`src/hw/rtl/acfd_pkg.sv`:
```
// ----------------------------------------------------------------------------
// acfd_pkg
// Shared types, codes and helpers of the arm command frame decoder.
// ----------------------------------------------------------------------------
package acfd_pkg;

    // Widths and sizes
    localparam int ID_W            = 11;
    localparam int LEN_W           = 4;
    localparam int VAL_W           = 16;
    localparam int APB_ADDR_W      = 5;
    localparam int APB_DATA_W      = 32;
    localparam int S_TDATA_W       = 80;
    localparam int M_TDATA_W       = 120;
    localparam int M_TUSER_W       = 2;
    localparam int QUEUE_DEPTH_DEF = 2;

    // Frame kind reported with every result
    typedef enum logic [1:0] {
        KIND_CMD   = 2'd0,
        KIND_SETUP = 2'd1,
        KIND_QUERY = 2'd2,
        KIND_OTHER = 2'd3
    } t_kind;

    // Operation handed from the front end to the back end
    typedef enum logic [2:0] {
        OP_NONE,
        OP_MULTI,
        OP_INCR,
        OP_ABS,
        OP_HOME,
        OP_SPEED,
        OP_LOCK,
        OP_UNLOCK
    } t_op;

    // Command and setup codes carried in byte 0
    localparam logic [7:0] CMD_MULTI    = 8'h12;
    localparam logic [7:0] CMD_INCR     = 8'h21;
    localparam logic [7:0] SETUP_HOME   = 8'h01;
    localparam logic [7:0] SETUP_SPEED  = 8'h02;
    localparam logic [7:0] SETUP_LOCK   = 8'h03;
    localparam logic [7:0] SETUP_UNLOCK = 8'h04;

    // Joint mask bits of a multi-joint command
    localparam int MASK_J0   = 0;
    localparam int MASK_J1   = 1;
    localparam int MASK_J2   = 2;
    localparam int MASK_GRIP = 3;

    // Joint numbers of incremental and absolute commands
    localparam logic [7:0] JNT_BASE = 8'd0;
    localparam logic [7:0] JNT_ONE  = 8'd1;
    localparam logic [7:0] JNT_TWO  = 8'd2;
    localparam logic [7:0] JNT_GRIP = 8'd3;

    // Minimum frame lengths
    localparam logic [LEN_W-1:0] MIN_CMD_LEN   = 4'd4;
    localparam logic [LEN_W-1:0] MIN_SETUP_LEN = 4'd1;
    localparam logic [LEN_W-1:0] MIN_SPEED_LEN = 4'd3;

    // Gripper constants
    localparam logic [VAL_W-1:0] GRIP_OPEN      = 16'd5000;
    localparam logic [7:0]       GRIP_LEVEL_MAX = 8'd200;
    localparam logic [VAL_W-1:0] HOME_GRIP_L2   = 16'd3200;
    localparam logic [VAL_W-1:0] HOME_GRIP_L1   = 16'd3000;

    // Layout codes
    localparam logic [1:0] LAYOUT_ARM = 2'd2;

    // Register indexes
    localparam logic [2:0] REG_COMMAND_ID = 3'd0;
    localparam logic [2:0] REG_SETUP_ID   = 3'd1;
    localparam logic [2:0] REG_QUERY_ID   = 3'd2;
    localparam logic [2:0] REG_LAYOUT     = 3'd3;
    localparam logic [2:0] REG_J1_MIN     = 3'd4;
    localparam logic [2:0] REG_J1_MAX     = 3'd5;
    localparam logic [2:0] REG_J2_MIN     = 3'd6;
    localparam logic [2:0] REG_J2_MAX     = 3'd7;

    // Register reset values
    localparam logic [ID_W-1:0]  RST_COMMAND_ID = 11'h130;
    localparam logic [ID_W-1:0]  RST_SETUP_ID   = 11'h430;
    localparam logic [ID_W-1:0]  RST_QUERY_ID   = 11'h230;
    localparam logic [1:0]       RST_LAYOUT     = 2'd2;
    localparam logic [VAL_W-1:0] RST_LIMIT_LO   = 16'hFC7C;  // -900
    localparam logic [VAL_W-1:0] RST_LIMIT_HI   = 16'h0384;  //  900

    // Configuration seen by front and back end
    typedef struct packed {
        logic [ID_W-1:0]  command_id;
        logic [ID_W-1:0]  setup_id;
        logic [ID_W-1:0]  query_id;
        logic [1:0]       layout;
        logic [VAL_W-1:0] j1_min;
        logic [VAL_W-1:0] j1_max;
        logic [VAL_W-1:0] j2_min;
        logic [VAL_W-1:0] j2_max;
    } t_cfg;

    // Decoded item queued between front and back end
    typedef struct packed {
        t_kind            kind;
        t_op              op;
        logic             arm;       // two joints plus gripper layout
        logic [7:0]       sel;       // joint number or joint mask
        logic [VAL_W-1:0] value;     // bytes 3:2
        logic [VAL_W-1:0] value2;    // bytes 5:4
        logic [VAL_W-1:0] base8;     // byte 7 sign extended
        logic [VAL_W-1:0] grip_abs;  // gripper target from byte 6
        logic [VAL_W-1:0] speed;     // bytes 2:1
    } t_item;

    // Servo targets and flags
    typedef struct packed {
        logic [VAL_W-1:0] base;
        logic [VAL_W-1:0] a1;
        logic [VAL_W-1:0] a2;
        logic [VAL_W-1:0] grip;
        logic [VAL_W-1:0] left;
        logic [VAL_W-1:0] right;
        logic [VAL_W-1:0] rate;
        logic             active;
        logic             lock;
    } t_targets;

    // Sign-extend a 16-bit value by one bit
    function automatic logic signed [VAL_W:0] sx17(input logic [VAL_W-1:0] v);
        return $signed({v[VAL_W-1], v});
    endfunction

    // Raise to the minimum first, then cut to the maximum
    function automatic logic [VAL_W-1:0] clamp(input logic signed [VAL_W:0] v,
                                               input logic [VAL_W-1:0]     lo,
                                               input logic [VAL_W-1:0]     hi);
        logic signed [VAL_W:0] t;
        t = v;
        if (t < sx17(lo)) t = sx17(lo);
        if (t > sx17(hi)) t = sx17(hi);
        return t[VAL_W-1:0];
    endfunction

endpackage

```
`src/hw/rtl/acfd_regs.sv`:
```
// ----------------------------------------------------------------------------
// acfd_regs
// APB register file holding frame ids, layout and joint limits.
// ----------------------------------------------------------------------------
module acfd_regs (
    input  logic                              i_clk,
    input  logic                              i_rst_n,
    input  logic                              psel,
    input  logic                              penable,
    input  logic                              pwrite,
    input  logic [acfd_pkg::APB_ADDR_W-1:0]   paddr,
    input  logic [acfd_pkg::APB_DATA_W-1:0]   pwdata,
    output logic [acfd_pkg::APB_DATA_W-1:0]   prdata,
    output acfd_pkg::t_cfg                    o_cfg
);

    acfd_pkg::t_cfg r_cfg;
    logic [2:0]     idx;
    logic           wr_en;

    assign idx   = paddr[acfd_pkg::APB_ADDR_W-1:2];
    assign wr_en = psel && penable && pwrite;
    assign o_cfg = r_cfg;

    // Write on the access phase
    always_ff @(posedge i_clk) begin
        if (!i_rst_n) begin
            r_cfg.command_id <= acfd_pkg::RST_COMMAND_ID;
            r_cfg.setup_id   <= acfd_pkg::RST_SETUP_ID;
            r_cfg.query_id   <= acfd_pkg::RST_QUERY_ID;
            r_cfg.layout     <= acfd_pkg::RST_LAYOUT;
            r_cfg.j1_min     <= acfd_pkg::RST_LIMIT_LO;
            r_cfg.j1_max     <= acfd_pkg::RST_LIMIT_HI;
            r_cfg.j2_min     <= acfd_pkg::RST_LIMIT_LO;
            r_cfg.j2_max     <= acfd_pkg::RST_LIMIT_HI;
        end else if (wr_en) begin
            unique case (idx)
                acfd_pkg::REG_COMMAND_ID: r_cfg.command_id <= pwdata[acfd_pkg::ID_W-1:0];
                acfd_pkg::REG_SETUP_ID:   r_cfg.setup_id   <= pwdata[acfd_pkg::ID_W-1:0];
                acfd_pkg::REG_QUERY_ID:   r_cfg.query_id   <= pwdata[acfd_pkg::ID_W-1:0];
                acfd_pkg::REG_LAYOUT:     r_cfg.layout     <= pwdata[1:0];
                acfd_pkg::REG_J1_MIN:     r_cfg.j1_min     <= pwdata[acfd_pkg::VAL_W-1:0];
                acfd_pkg::REG_J1_MAX:     r_cfg.j1_max     <= pwdata[acfd_pkg::VAL_W-1:0];
                acfd_pkg::REG_J2_MIN:     r_cfg.j2_min     <= pwdata[acfd_pkg::VAL_W-1:0];
                acfd_pkg::REG_J2_MAX:     r_cfg.j2_max     <= pwdata[acfd_pkg::VAL_W-1:0];
                default: ;
            endcase
        end
    end

    // Read back, limits sign extended
    always_comb begin
        unique case (idx)
            acfd_pkg::REG_COMMAND_ID: prdata = {21'd0, r_cfg.command_id};
            acfd_pkg::REG_SETUP_ID:   prdata = {21'd0, r_cfg.setup_id};
            acfd_pkg::REG_QUERY_ID:   prdata = {21'd0, r_cfg.query_id};
            acfd_pkg::REG_LAYOUT:     prdata = {30'd0, r_cfg.layout};
            acfd_pkg::REG_J1_MIN:     prdata = {{16{r_cfg.j1_min[15]}}, r_cfg.j1_min};
            acfd_pkg::REG_J1_MAX:     prdata = {{16{r_cfg.j1_max[15]}}, r_cfg.j1_max};
            acfd_pkg::REG_J2_MIN:     prdata = {{16{r_cfg.j2_min[15]}}, r_cfg.j2_min};
            acfd_pkg::REG_J2_MAX:     prdata = {{16{r_cfg.j2_max[15]}}, r_cfg.j2_max};
            default:                  prdata = '0;
        endcase
    end

endmodule

```
`src/hw/rtl/acfd_front.sv`:
```
// ----------------------------------------------------------------------------
// acfd_front
// Accept a frame, classify it by id and length, and decode its operation.
// ----------------------------------------------------------------------------
module acfd_front (
    input  logic                               i_s_tvalid,
    output logic                               o_s_tready,
    input  logic [acfd_pkg::S_TDATA_W-1:0]     i_s_tdata,
    input  acfd_pkg::t_cfg                     i_cfg,
    input  logic                               i_full,
    output logic                               o_push,
    output acfd_pkg::t_item                    o_item
);

    logic [acfd_pkg::ID_W-1:0]  id;
    logic [acfd_pkg::LEN_W-1:0] len;
    logic [7:0]                 b [8];
    logic [7:0]                 grip_level;
    logic [acfd_pkg::VAL_W-1:0] grip_ten;
    logic                       cmd_hit;
    logic                       setup_hit;
    logic                       query_hit;

    // Unpack fields
    assign id  = i_s_tdata[10:0];
    assign len = i_s_tdata[14:11];
    always_comb begin
        for (int k = 0; k < 8; k++) begin
            b[k] = i_s_tdata[15 + 8*k +: 8];
        end
    end

    // Accept whenever the queue has room
    assign o_s_tready = !i_full;
    assign o_push     = i_s_tvalid && !i_full;

    assign cmd_hit   = (id == i_cfg.command_id) && (len >= acfd_pkg::MIN_CMD_LEN);
    assign setup_hit = (id == i_cfg.setup_id) && (len >= acfd_pkg::MIN_SETUP_LEN);
    assign query_hit = (id == i_cfg.query_id);

    // Gripper level saturates at 200, target is open minus ten per step
    assign grip_level = (b[6] > acfd_pkg::GRIP_LEVEL_MAX) ? acfd_pkg::GRIP_LEVEL_MAX : b[6];
    assign grip_ten   = ({8'd0, grip_level} << 3) + ({8'd0, grip_level} << 1);

    // Decode
    always_comb begin
        o_item.arm      = (i_cfg.layout == acfd_pkg::LAYOUT_ARM);
        o_item.sel      = b[1];
        o_item.value    = {b[3], b[2]};
        o_item.value2   = {b[5], b[4]};
        o_item.base8    = {{8{b[7][7]}}, b[7]};
        o_item.grip_abs = acfd_pkg::GRIP_OPEN - grip_ten;
        o_item.speed    = {b[2], b[1]};
        o_item.kind     = acfd_pkg::KIND_OTHER;
        o_item.op       = acfd_pkg::OP_NONE;
        priority if (cmd_hit) begin
            o_item.kind = acfd_pkg::KIND_CMD;
            priority if (b[0] == acfd_pkg::CMD_MULTI) o_item.op = acfd_pkg::OP_MULTI;
            else if (b[0] == acfd_pkg::CMD_INCR)      o_item.op = acfd_pkg::OP_INCR;
            else                                      o_item.op = acfd_pkg::OP_ABS;
        end else if (setup_hit) begin
            o_item.kind = acfd_pkg::KIND_SETUP;
            unique case (b[0])
                acfd_pkg::SETUP_HOME:   o_item.op = acfd_pkg::OP_HOME;
                acfd_pkg::SETUP_SPEED:  o_item.op = (len >= acfd_pkg::MIN_SPEED_LEN)
                                                    ? acfd_pkg::OP_SPEED : acfd_pkg::OP_NONE;
                acfd_pkg::SETUP_LOCK:   o_item.op = acfd_pkg::OP_LOCK;
                acfd_pkg::SETUP_UNLOCK: o_item.op = acfd_pkg::OP_UNLOCK;
                default:                o_item.op = acfd_pkg::OP_NONE;
            endcase
        end else if (query_hit) begin
            o_item.kind = acfd_pkg::KIND_QUERY;
        end else begin
            o_item.kind = acfd_pkg::KIND_OTHER;
        end
    end

endmodule

```
`src/hw/rtl/acfd_queue.sv`:
```
// ----------------------------------------------------------------------------
// acfd_queue
// Short ring queue of decoded items between front and back end.
// ----------------------------------------------------------------------------
module acfd_queue #(
    parameter int DEPTH = acfd_pkg::QUEUE_DEPTH_DEF
) (
    input  logic              i_clk,
    input  logic              i_rst_n,
    input  logic              i_push,
    input  acfd_pkg::t_item   i_item,
    output logic              o_full,
    input  logic              i_pop,
    output logic              o_valid,
    output acfd_pkg::t_item   o_item
);

    localparam int PTR_W = (DEPTH > 1) ? $clog2(DEPTH) : 1;
    localparam int CNT_W = $clog2(DEPTH + 1);

    acfd_pkg::t_item  r_mem [DEPTH];
    logic [PTR_W-1:0] r_wr;
    logic [PTR_W-1:0] r_rd;
    logic [CNT_W-1:0] r_cnt;

    assign o_full  = (r_cnt == CNT_W'(DEPTH));
    assign o_valid = (r_cnt != '0);
    assign o_item  = r_mem[r_rd];

    // Store pushed items
    always_ff @(posedge i_clk) begin
        if (i_push) begin
            r_mem[r_wr] <= i_item;
        end
    end

    // Advance pointers and count
    always_ff @(posedge i_clk) begin
        if (!i_rst_n) begin
            r_wr  <= '0;
            r_rd  <= '0;
            r_cnt <= '0;
        end else begin
            if (i_push) begin
                r_wr <= (r_wr == PTR_W'(DEPTH - 1)) ? '0 : r_wr + 1'b1;
            end
            if (i_pop) begin
                r_rd <= (r_rd == PTR_W'(DEPTH - 1)) ? '0 : r_rd + 1'b1;
            end
            unique case ({i_push, i_pop})
                2'b10:   r_cnt <= r_cnt + 1'b1;
                2'b01:   r_cnt <= r_cnt - 1'b1;
                default: r_cnt <= r_cnt;
            endcase
        end
    end

endmodule

```
`src/hw/rtl/acfd_back.sv`:
```
// ----------------------------------------------------------------------------
// acfd_back
// Apply decoded items to the servo targets and present one result per item.
// ----------------------------------------------------------------------------
module acfd_back (
    input  logic                 i_clk,
    input  logic                 i_rst_n,
    input  acfd_pkg::t_cfg       i_cfg,
    input  logic                 i_valid,
    input  acfd_pkg::t_item      i_item,
    output logic                 o_pop,
    output logic                 o_m_tvalid,
    input  logic                 i_m_tready,
    output acfd_pkg::t_kind      o_kind,
    output acfd_pkg::t_targets   o_tgt
);

    acfd_pkg::t_targets         r_tgt;
    acfd_pkg::t_targets         n_tgt;
    acfd_pkg::t_kind            r_kind;
    logic                       r_valid;
    logic [acfd_pkg::VAL_W:0]   inc1;
    logic [acfd_pkg::VAL_W:0]   inc2;
    logic [acfd_pkg::VAL_W-1:0] grip_sum;

    // Take the next item once the result slot is free or being drained
    assign o_pop      = i_valid && (!r_valid || i_m_tready);
    assign o_m_tvalid = r_valid;
    assign o_kind     = r_kind;
    assign o_tgt      = r_tgt;

    assign inc1     = acfd_pkg::sx17(r_tgt.a1) + acfd_pkg::sx17(i_item.value);
    assign inc2     = acfd_pkg::sx17(r_tgt.a2) + acfd_pkg::sx17(i_item.value);
    assign grip_sum = r_tgt.grip + i_item.value;

    // Next targets
    always_comb begin
        n_tgt = r_tgt;
        unique case (i_item.op)
            acfd_pkg::OP_MULTI: begin
                n_tgt.active = 1'b1;
                if (i_item.sel[acfd_pkg::MASK_J0]) n_tgt.base = i_item.base8;
                if (i_item.sel[acfd_pkg::MASK_J1]) begin
                    n_tgt.a1 = i_item.arm
                        ? acfd_pkg::clamp(acfd_pkg::sx17(i_item.value),
                                          i_cfg.j1_min, i_cfg.j1_max)
                        : i_item.value;
                end
                if (i_item.sel[acfd_pkg::MASK_J2]) begin
                    n_tgt.a2 = i_item.arm
                        ? acfd_pkg::clamp(acfd_pkg::sx17(i_item.value2),
                                          i_cfg.j2_min, i_cfg.j2_max)
                        : i_item.value2;
                end
                if (i_item.sel[acfd_pkg::MASK_GRIP]) n_tgt.grip = i_item.grip_abs;
            end
            acfd_pkg::OP_INCR: begin
                n_tgt.active = 1'b1;
                if (i_item.arm) begin
                    if (i_item.sel == acfd_pkg::JNT_ONE) begin
                        n_tgt.a1 = acfd_pkg::clamp(inc1, i_cfg.j1_min, i_cfg.j1_max);
                    end else if (i_item.sel == acfd_pkg::JNT_TWO) begin
                        n_tgt.a2 = acfd_pkg::clamp(inc2, i_cfg.j2_min, i_cfg.j2_max);
                    end else if (i_item.sel == acfd_pkg::JNT_GRIP) begin
                        n_tgt.grip = grip_sum;
                    end
                end else if (i_item.sel == acfd_pkg::JNT_ONE
                          || i_item.sel == acfd_pkg::JNT_TWO
                          || i_item.sel == acfd_pkg::JNT_GRIP) begin
                    // twin layout: joints one, two and the gripper all move the gripper
                    n_tgt.grip = grip_sum;
                end
            end
            acfd_pkg::OP_ABS: begin
                n_tgt.active = 1'b1;
                if (i_item.sel == acfd_pkg::JNT_BASE) begin
                    n_tgt.base = i_item.value;
                end else if (i_item.sel == acfd_pkg::JNT_GRIP) begin
                    n_tgt.grip = i_item.value;
                end else if (i_item.sel == acfd_pkg::JNT_ONE) begin
                    if (i_item.arm) begin
                        n_tgt.a1 = acfd_pkg::clamp(acfd_pkg::sx17(i_item.value),
                                                   i_cfg.j1_min, i_cfg.j1_max);
                    end else begin
                        n_tgt.left = i_item.value;
                    end
                end else if (i_item.sel == acfd_pkg::JNT_TWO) begin
                    if (i_item.arm) begin
                        n_tgt.a2 = acfd_pkg::clamp(acfd_pkg::sx17(i_item.value),
                                                   i_cfg.j2_min, i_cfg.j2_max);
                    end else begin
                        n_tgt.right = i_item.value;
                    end
                end
            end
            acfd_pkg::OP_HOME: begin
                n_tgt.active = 1'b1;
                if (i_item.arm) begin
                    n_tgt.a1   = '0;
                    n_tgt.a2   = '0;
                    n_tgt.grip = acfd_pkg::HOME_GRIP_L2;
                end else begin
                    n_tgt.grip  = acfd_pkg::HOME_GRIP_L1;
                    n_tgt.left  = '0;
                    n_tgt.right = '0;
                end
            end
            acfd_pkg::OP_SPEED:  n_tgt.rate = i_item.speed;
            acfd_pkg::OP_LOCK:   n_tgt.lock = 1'b1;
            acfd_pkg::OP_UNLOCK: n_tgt.lock = 1'b0;
            acfd_pkg::OP_NONE:   ;
            default:             ;
        endcase
    end

    // Targets double as the result register: they only change on a pop
    always_ff @(posedge i_clk) begin
        if (!i_rst_n) begin
            r_tgt   <= '0;
            r_valid <= 1'b0;
            r_kind  <= acfd_pkg::KIND_OTHER;
        end else begin
            if (o_pop) begin
                r_tgt  <= n_tgt;
                r_kind <= i_item.kind;
            end
            if (o_pop) begin
                r_valid <= 1'b1;
            end else if (i_m_tready) begin
                r_valid <= 1'b0;
            end
        end
    end

endmodule

```
`src/hw/rtl/arm_command_frame_decoder_core.sv`:
```
// ----------------------------------------------------------------------------
// arm_command_frame_decoder_core
// CAN frame decoder driving arm servo targets, with APB configuration.
// ----------------------------------------------------------------------------
// Path: an accepted frame is written into the queue, and the back end registers
// its targets and kind into the result slot when it pops the item at the head.
// Throughput: one frame per cycle while the result side is ready and the queue has room.
// Reset: synchronous, active low; clears all targets and flags, empties the
// queue and loads the register defaults.
module arm_command_frame_decoder_core #(
    parameter int QUEUE_DEPTH = acfd_pkg::QUEUE_DEPTH_DEF
) (
    input  logic                             i_clk,
    input  logic                             i_rst_n,
    // input frame
    input  logic                             i_s_tvalid,
    output logic                             o_s_tready,
    // frame_id[10:0], frame_len[14:11], byte0[22:15], byte1[30:23],
    // byte2[38:31], byte3[46:39], byte4[54:47], byte5[62:55],
    // byte6[70:63], byte7[78:71], zero[79]
    input  logic [acfd_pkg::S_TDATA_W-1:0]   i_s_tdata,
    // result
    output logic                             o_m_tvalid,
    input  logic                             i_m_tready,
    // base_target[15:0], first_angle[31:16], second_angle[47:32],
    // grip_target[63:48], left_channel[79:64], right_channel[95:80],
    // rate_tenths[111:96], servo_on[112], locked_flag[113], zero[119:114]
    output logic [acfd_pkg::M_TDATA_W-1:0]   o_m_tdata,
    // frame_kind[1:0]
    output logic [acfd_pkg::M_TUSER_W-1:0]   o_m_tuser,
    // configuration
    input  logic                             psel,
    input  logic                             penable,
    input  logic                             pwrite,
    input  logic [acfd_pkg::APB_ADDR_W-1:0]  paddr,
    input  logic [acfd_pkg::APB_DATA_W-1:0]  pwdata,
    output logic [acfd_pkg::APB_DATA_W-1:0]  prdata,
    output logic                             pready
);

    acfd_pkg::t_cfg     cfg;
    acfd_pkg::t_item    push_item;
    acfd_pkg::t_item    head_item;
    acfd_pkg::t_targets tgt;
    acfd_pkg::t_kind    kind;
    logic               push;
    logic               full;
    logic               pop;
    logic               head_valid;

    assign pready = 1'b1;

    acfd_regs u_regs (
        .i_clk   (i_clk),
        .i_rst_n (i_rst_n),
        .psel    (psel),
        .penable (penable),
        .pwrite  (pwrite),
        .paddr   (paddr),
        .pwdata  (pwdata),
        .prdata  (prdata),
        .o_cfg   (cfg)
    );

    acfd_front u_front (
        .i_s_tvalid (i_s_tvalid),
        .o_s_tready (o_s_tready),
        .i_s_tdata  (i_s_tdata),
        .i_cfg      (cfg),
        .i_full     (full),
        .o_push     (push),
        .o_item     (push_item)
    );

    acfd_queue #(
        .DEPTH (QUEUE_DEPTH)
    ) u_queue (
        .i_clk   (i_clk),
        .i_rst_n (i_rst_n),
        .i_push  (push),
        .i_item  (push_item),
        .o_full  (full),
        .i_pop   (pop),
        .o_valid (head_valid),
        .o_item  (head_item)
    );

    acfd_back u_back (
        .i_clk      (i_clk),
        .i_rst_n    (i_rst_n),
        .i_cfg      (cfg),
        .i_valid    (head_valid),
        .i_item     (head_item),
        .o_pop      (pop),
        .o_m_tvalid (o_m_tvalid),
        .i_m_tready (i_m_tready),
        .o_kind     (kind),
        .o_tgt      (tgt)
    );

    // Pack the result
    assign o_m_tdata = {6'd0, tgt.lock, tgt.active, tgt.rate, tgt.right, tgt.left,
                        tgt.grip, tgt.a2, tgt.a1, tgt.base};
    assign o_m_tuser = kind;

endmodule

```
`config.mk`:
```
export PLATFORM = sky130hd
export DESIGN_NAME = arm_command_frame_decoder_core
export DESIGN_NICKNAME = d
export VERILOG_FILES = /design/src/hw/rtl/acfd_pkg.sv /design/src/hw/rtl/acfd_regs.sv /design/src/hw/rtl/acfd_front.sv /design/src/hw/rtl/acfd_queue.sv /design/src/hw/rtl/acfd_back.sv /design/src/hw/rtl/arm_command_frame_decoder_core.sv
export SDC_FILE = /design/constraint.sdc
export NUM_CORES = 1
export LEC_CHECK = 0
export BUFFER_PORTS_ARGS = -buffer_cell sky130_fd_sc_hd__buf_2
export CORE_UTILIZATION = 59
export DETAILED_ROUTE_END_ITERATION = 10
export PLACE_DENSITY = 0.8
export SETUP_SLACK_MARGIN = 0.5
export SLEW_MARGIN = 20
export SYNTH_ARGS = -nofsm -noshare
export SYNTH_HDL_FRONTEND = slang
export SYNTH_HIERARCHICAL = 1
export SYNTH_SLANG_ARGS = --single-unit
```
`constraint.sdc`:
```
create_clock -name i_clk -period 8.6 [get_ports i_clk]
set_clock_uncertainty 0.2 [all_clocks]
set_input_delay 1.72 -clock i_clk [delete_from_list [all_inputs] [get_ports i_clk]]
set_output_delay 1.72 -clock i_clk [all_outputs]
set_load 0.1 [all_outputs]
```
# [Word-level counts from Yosys, hierarchy flattened]
# Memories as Yosys holds them, arrays and structs flattened. A register that Yosys moved wholly into a read port is not among the register bits.
# Cells that the tools add are included.
# W data, S select, Z words.
[totals] ff_bits=220 memories=1 ram_bits=188
[mem_list] name="u_queue.r_mem" depth=2 width=94 read_ports=1 rd_clocked_by_memory_dff=1 write_ports=1 line="acfd_queue.sv:21" source="acfd_pkg::t_item r_mem [DEPTH];"
[classes] addsub=9 n_lt_le_gt_ge=15 n_reduce_logical=38 n_mux=87 n_eq_ne=53
[ops] operator="$mux W16" count=29
[ops] operator="$mux W17" count=27
[ops] operator="$pmux W32 S8" count=1
[ops] operator="$mux W32" count=6
[ops] operator="$pmux W48 S4" count=1
[ops] operator="$gt A17 B16 Y1" count=6
[ops] operator="$mux W80" count=1
[ops] operator="$pmux W32 S2" count=1
[ops] operator="$lt A16 B16 Y1" count=3
[ops] operator="$add A16 B16 Y17" count=2
[ops] operator="$lt A17 B16 Y1" count=2
[ops] operator="$eq A11 B11 Y1" count=3
[ops] operator="$eq A8 B2 Y1 const B" count=4
[ops] operator="$pmux W16 S2" count=1
[ops] operator="$ne A2 B1 Y1 const B" count=13
[ops] operator="$eq A3 B3 Y1 const B" count=8
[ops] operator="$reduce_and A2 Y1" count=11
[ops] operator="$add A16 B16 Y16" count=1
[ops] operator="$eq A8 B1 Y1 const B" count=2
[ops] operator="$sub A13 B16 Y16 const A" count=1
[ops] operator="$add A11 B9 Y12" count=1
[ops] operator="$eq A3 B2 Y1 const B" count=4
[ops] operator="$ne A2 B2 Y1 const B" count=6
[ops] operator="$pmux W3 S4" count=1
[ops] operator="37 further kinds" count=67

# [Depth between registers and ports, before layout]
[depth] depth_word=16 depth_mapped=33 mapped_depth_nobuf=28

# [Hierarchy]
# Netlist, hierarchy kept.
[modules_own_cells] module="acfd_back" seq_area_each_um2=2342.2 instances=1 area_each_um2=12934.9 cells_per_inst=1677
[modules_own_cells] module="acfd_queue" seq_area_each_um2=5745.5 instances=1 area_each_um2=6990.5 cells_per_inst=314
[modules_own_cells] module="acfd_regs" seq_area_each_um2=1981.9 instances=1 area_each_um2=4734.5 cells_per_inst=564
[modules_own_cells] module="acfd_front" seq_area_each_um2=0.0 instances=1 area_each_um2=1659.1 cells_per_inst=230
[modules_own_cells] module="arm_command_frame_decoder_core" seq_area_each_um2=0.0 instances=1 area_each_um2=60.1 cells_per_inst=9

# [Least setup slack after synthesis]
# No wires, ideal clock.
[synth_timing] kind="reg2reg" startpoint="reg u_back.r_tgt (netlist bit u_back/o_tgt[66])" endpoint="reg u_back.r_tgt (netlist bit u_back/o_tgt[80])" path_stages_with_launch=29 slack_ns=1.883 synth_period_minus_slack_ns=6.717 arrival_ns=6.431 cell_sequence="dfxtp_1 ha_1 inv_1 fa_1 nor2b_1 o31a_1 o311ai_2 a211oi_1 o21ai_1 a21oi_1 o41ai_1 ha_1 nand4_1 nor3_1 nand2_1 o21ai_1 mux2_2 buf_2 clkbuf_1 nand2_1 o21ai_0 ha_1 a21o_1 a2111oi_0 a31oi_1 nor2_1 and2_1 a22oi_1 a211oi_1"
[synth_between] elab_chain_cells=13
[synth_lines] item="start: declaration" line="acfd_back.sv:18" source="acfd_pkg::t_targets r_tgt;"
[synth_lines] item="start signal: assignment" line="acfd_back.sv:124" source="r_tgt <= n_tgt;"
[synth_lines] item="$add A16 B16 Y17 *" line="acfd_back.sv:33" source="assign inc2 = acfd_pkg::sx17(r_tgt.a2) + acfd_pkg::sx17(i_item.value);"
[synth_lines] item="$lt A17 B16 Y1" line="acfd_pkg.sv:139" source="if (t < sx17(lo)) t = sx17(lo);"
[synth_lines] item="$mux W17 *" line="acfd_pkg.sv:139"
[synth_lines] item="$mux W17 *" line="acfd_back.sv:62" source="end else if (i_item.sel == acfd_pkg::JNT_TWO) begin"
[synth_lines] item="$mux W17 *" line="acfd_back.sv:60" source="if (i_item.sel == acfd_pkg::JNT_ONE) begin"
[synth_lines] item="$mux W17 *" line="acfd_back.sv:59" source="if (i_item.arm) begin"
[synth_lines] item="$mux W17 *" line="acfd_back.sv:39" source="unique case (i_item.op)"
[synth_lines] item="$gt A17 B16 Y1" line="acfd_pkg.sv:140" source="if (t > sx17(hi)) t = sx17(hi);"
[synth_lines] item="$mux W16 *" line="acfd_pkg.sv:140"
[synth_lines] item="$mux W16 *" line="acfd_back.sv:62"
[synth_lines] item="$mux W32 *" line="acfd_back.sv:60"
[synth_lines] item="$mux W32 *" line="acfd_back.sv:59"
[synth_lines] item="$pmux W48 S4 *" line="acfd_back.sv:39"
# Mark *: on every way between the ends. The rest lies on a longest branch, timed or not. The select of a mux whose other input is x is not followed.
# A chain may end at the register's enable or synchronous reset.

==> reports/qor.csv <==
stage;metric;value;unit
clock_tree;clock_latency;0.61;ns
critical_path;start_kind;flop;
cells_and_area;area_delta_synth_final;9.871;%
synth;seq_area_frac_synth;0.3817;
min_path;min_to;u_back/o_tgt[44];
synth;synth_edf_count;188;
critical_path;worstSetupPathType;reg2reg;
drt;wl_per_cell;23.82;microns
critical_path;critPathArrivalTime;8.08;ns
sta;post-route-period-util;0.9032;
cells_and_area;nets;3258;
power;ir_drop;270.6;uV
synth;synth.avg_cell_area;9.441;sq um
clock_tree;numCtsBuffers;44;
clock_tree;root_buffer;clkbuf_16;
clock_tree;cts.sinks;409;
drt;vias_per_cell;6.453;
global_route;grt_pass1_vias;22040;
sta;hold_viol;0;
sta;worst_slew_pin_slew;1.081;ns
critical_path;worstPathRequired;8.91;ns
global_route;overflow;0;
critical_path;r2r_slack;0.83;ns
drt;firstDrtPassIters;6;
clock_tree;clock_path_buffers;3;
synth;synthCells;2794;
clock_tree;clkTransAtPathRegs;0.07;ns
min_path;hold_depth;2;
critical_path;crit_family;compound AO/OA/AOI/OAI gates;
sta;fmax;128.7;MHz
synth;synth.most_common_cell;nand2_1;
synth;synth_cell_types;110;
global_route;grt_max_degree;115;
clock_tree;cts_setup_buffers;0;
critical_path;path_max_fanout;25;
placement;numPortBuffers;254;
sta;maxSlewHeadroom;0.2777;
cells_and_area;drive_gt1_frac;0.1938;
synth;ys.flop_type;dfxtp_1;
floorplan;fp-row-count;77;
synth;ys_ff_latch;409;
drt;num_vias;22830;
min_path;hp-start;u_back/o_tgt[44];
critical_path;crit_buf_inv;1;
critical_path;slowest_stage;dfxtp_4;
synth;yosys.area.top_type;edfxtp_1;
sta;min_period;7.768;ns
floorplan;initial_core_util;0.5978;
outcome;status;finished clean;
synth;syn_area;0.02638;sq mm
placement;dpl_cell_area;0.02737;sq mm
drt;wl;84260;microns
power;powerDensity;348.7;mW/mm^2
clock_tree;h-tree-depth;2;
floorplan;fp.dieH;213.4;microns
drt;drc_errors;0;
min_path;hp-class;reg2reg;
floorplan;die_x;213.4;microns
global_route;grt_pass1_wl;126000;microns
floorplan;dieArea;0.04556;sq mm
sta;rsz0062_at_grt;yes;
job;cap_violations;0;
global_route;antenna_found_initial;3;
sta;setup-violations-final;0;
drt;ant_nets;0;
synth;ys_warn_count;6;
critical_path;slowest_delay;0.55;ns
synth;async_flop_share;0;
drt;drt-initial-drc-count;2701;
clock_tree;hold_buffers;0;
floorplan;coreArea;0.04412;sq mm
cells_and_area;fin_area;0.02898;sq mm
synth;synth.area.top_cells;edfxtp_1 (21%), dfxtp_1 (17%), ha_1 (10%), nand2_1 (5.5%), mux2_2 (5.2%);
floorplan;io_pins;281;
power;cellLeakagePower;11.93;nW
cells_and_area;antenna_cells;0;
clock_tree;cts_tree;done;
critical_path;r2r_cells;27;
sta;finalMaxSlewViolations;0;
placement;place_hpwl;60830;microns
critical_path;cp.depth;27;
sta;fin_tns_setup;0;ns
critical_path;end_kind;flop;
placement;gp_congestion;1.030;
critical_path;reg2reg_to;u_back/o_tgt[81];
synth;synthTopCellsByCount;nand2_1 (389), dfxtp_1 (221), ha_1 (220);
synth;yosysTopAreaCellShare;0.2140;
global_route;track_usage;0.3639;
-- metal layers --
layer | part of all wire | GRT usage
met1 | 0.39 | 0.4678
met2 | 0.45 | 0.5755
met3 | 0.096 | 0.07220
met4 | 0.058 | 0.2012
met5 | 0.00040 | 0
-- registers in the layout, indices dropped and copies added (netlist names), named ones only --
register           flops
u_back/o_kind          2
u_back/o_m_tvalid      1
u_back/o_tgt         114
u_queue/r_cnt          2
u_queue/r_mem        188
u_queue/r_rd           1
u_queue/r_wr           1
u_regs/o_cfg          99
-- cell usage in the layout, fill, tap and decap left out, types with 37 or more instances in the layout --
| master | Yosys | layout |
|---|---|---|
| dfxtp_1 | 221 | 220 |
| mux2i_1 | 54 | 54 |
| inv_1 | 110 | 110 |
| ha_1 | 220 | 220 |
| nor2_1 | 118 | 115 |
| xor2_1 | 37 | 37 |
| edfxtp_1 | 188 | 188 |
| nand2_1 | 389 | 389 |
| clkbuf_16 | 0 | 46 |
| o21ai_0 | 121 | 121 |
| buf_2 | 32 | 253 |
| mux2_2 | 122 | 122 |
| buf_4 | 115 | 41 |
| a21oi_1 | 179 | 179 |
| nand3_1 | 105 | 105 |
-- stage by stage --
| step | instances | total power [mW] | util | setup slack (ns) | hold slack, ns |
|---|---|---|---|---|---|
| after floorplan | 2802 | 6.550 | - | 1.883 | 0.2449 |
| after global placement | 3457 | 7.714 | 0.6203 | 0.9008 | 0.2416 |
| after detailed placement | 3457 | 7.860 | 0.6203 | 0.8667 | 0.2446 |
| after CTS | 3538 | 9.972 | 0.6562 | 0.7988 | 0.2534 |
| after global routing | 3538 | 10.59 | 0.6568 | 0.4586 | 0.2726 |
| final | 3538 | 10.11 | 0.6568 | 0.8323 | 0.2547 |
-- report_power, final --
| part | internal (mW) | total [mW] | switching [mW] |
|---|---|---|---|
| Sequential | 2.30 | 2.48 | 0.181 |
| Clock | 1.27 | 2.09 | 0.820 |
| Combinational | 1.81 | 5.53 | 3.72 |
| Total | 5.38 | 10.1 | 4.73 |
-- how the worst max path moves through the flow --
stage                          start                to  slack, ns
finish                          flop  u_back/o_tgt[81]       0.83
CTS                             flop  u_back/o_tgt[96]       0.80
global placement                flop  u_back/o_tgt[81]       0.90
detailed placement              flop  u_back/o_tgt[96]       0.87
global route                    flop  u_back/o_tgt[81]       0.46
floorplan           u_back/o_tgt[66]  u_back/o_tgt[80]       1.88
-- kinds of logic after synthesis --
kind of cell	after synthesis	synth area share
simple gates	850	0.1522
other cells	3	0.0004269
xor+xnor	73	0.02424
buf+inv	345	0.06868
flops	409	0.3817
compound gates	687	0.1763
mux	204	0.08979
fa+ha+maj	223	0.1066
-- what timing repair did --
action	in CTS	in global routing
endpoints found under the setup margin	0	18
gates resized for setup	0	2
endpoints found under the hold margin	0	0
-- tightest hold or removal path: cells and delay by family (launching register included) --
| family | cells | cell delay [ns] |
|---|---|---|
| flip-flops | 1 | 0.31 |
| AND/OR/NAND/NOR | 1 | 0.05 |
| AO/OA/AOI/OAI | 1 | 0.05 |
-- final cells by class --
type	instances	area, sq um
tap	592	740.7
timing repair buffer	295	1585
clock buffer	61	1257
multi-input combinational	2048	14570
clock inverter	20	327.8
fill	3531	15140
sequential	409	10070
inverter	113	424.2
Note: power is estimated with default switching activity, not from simulation.
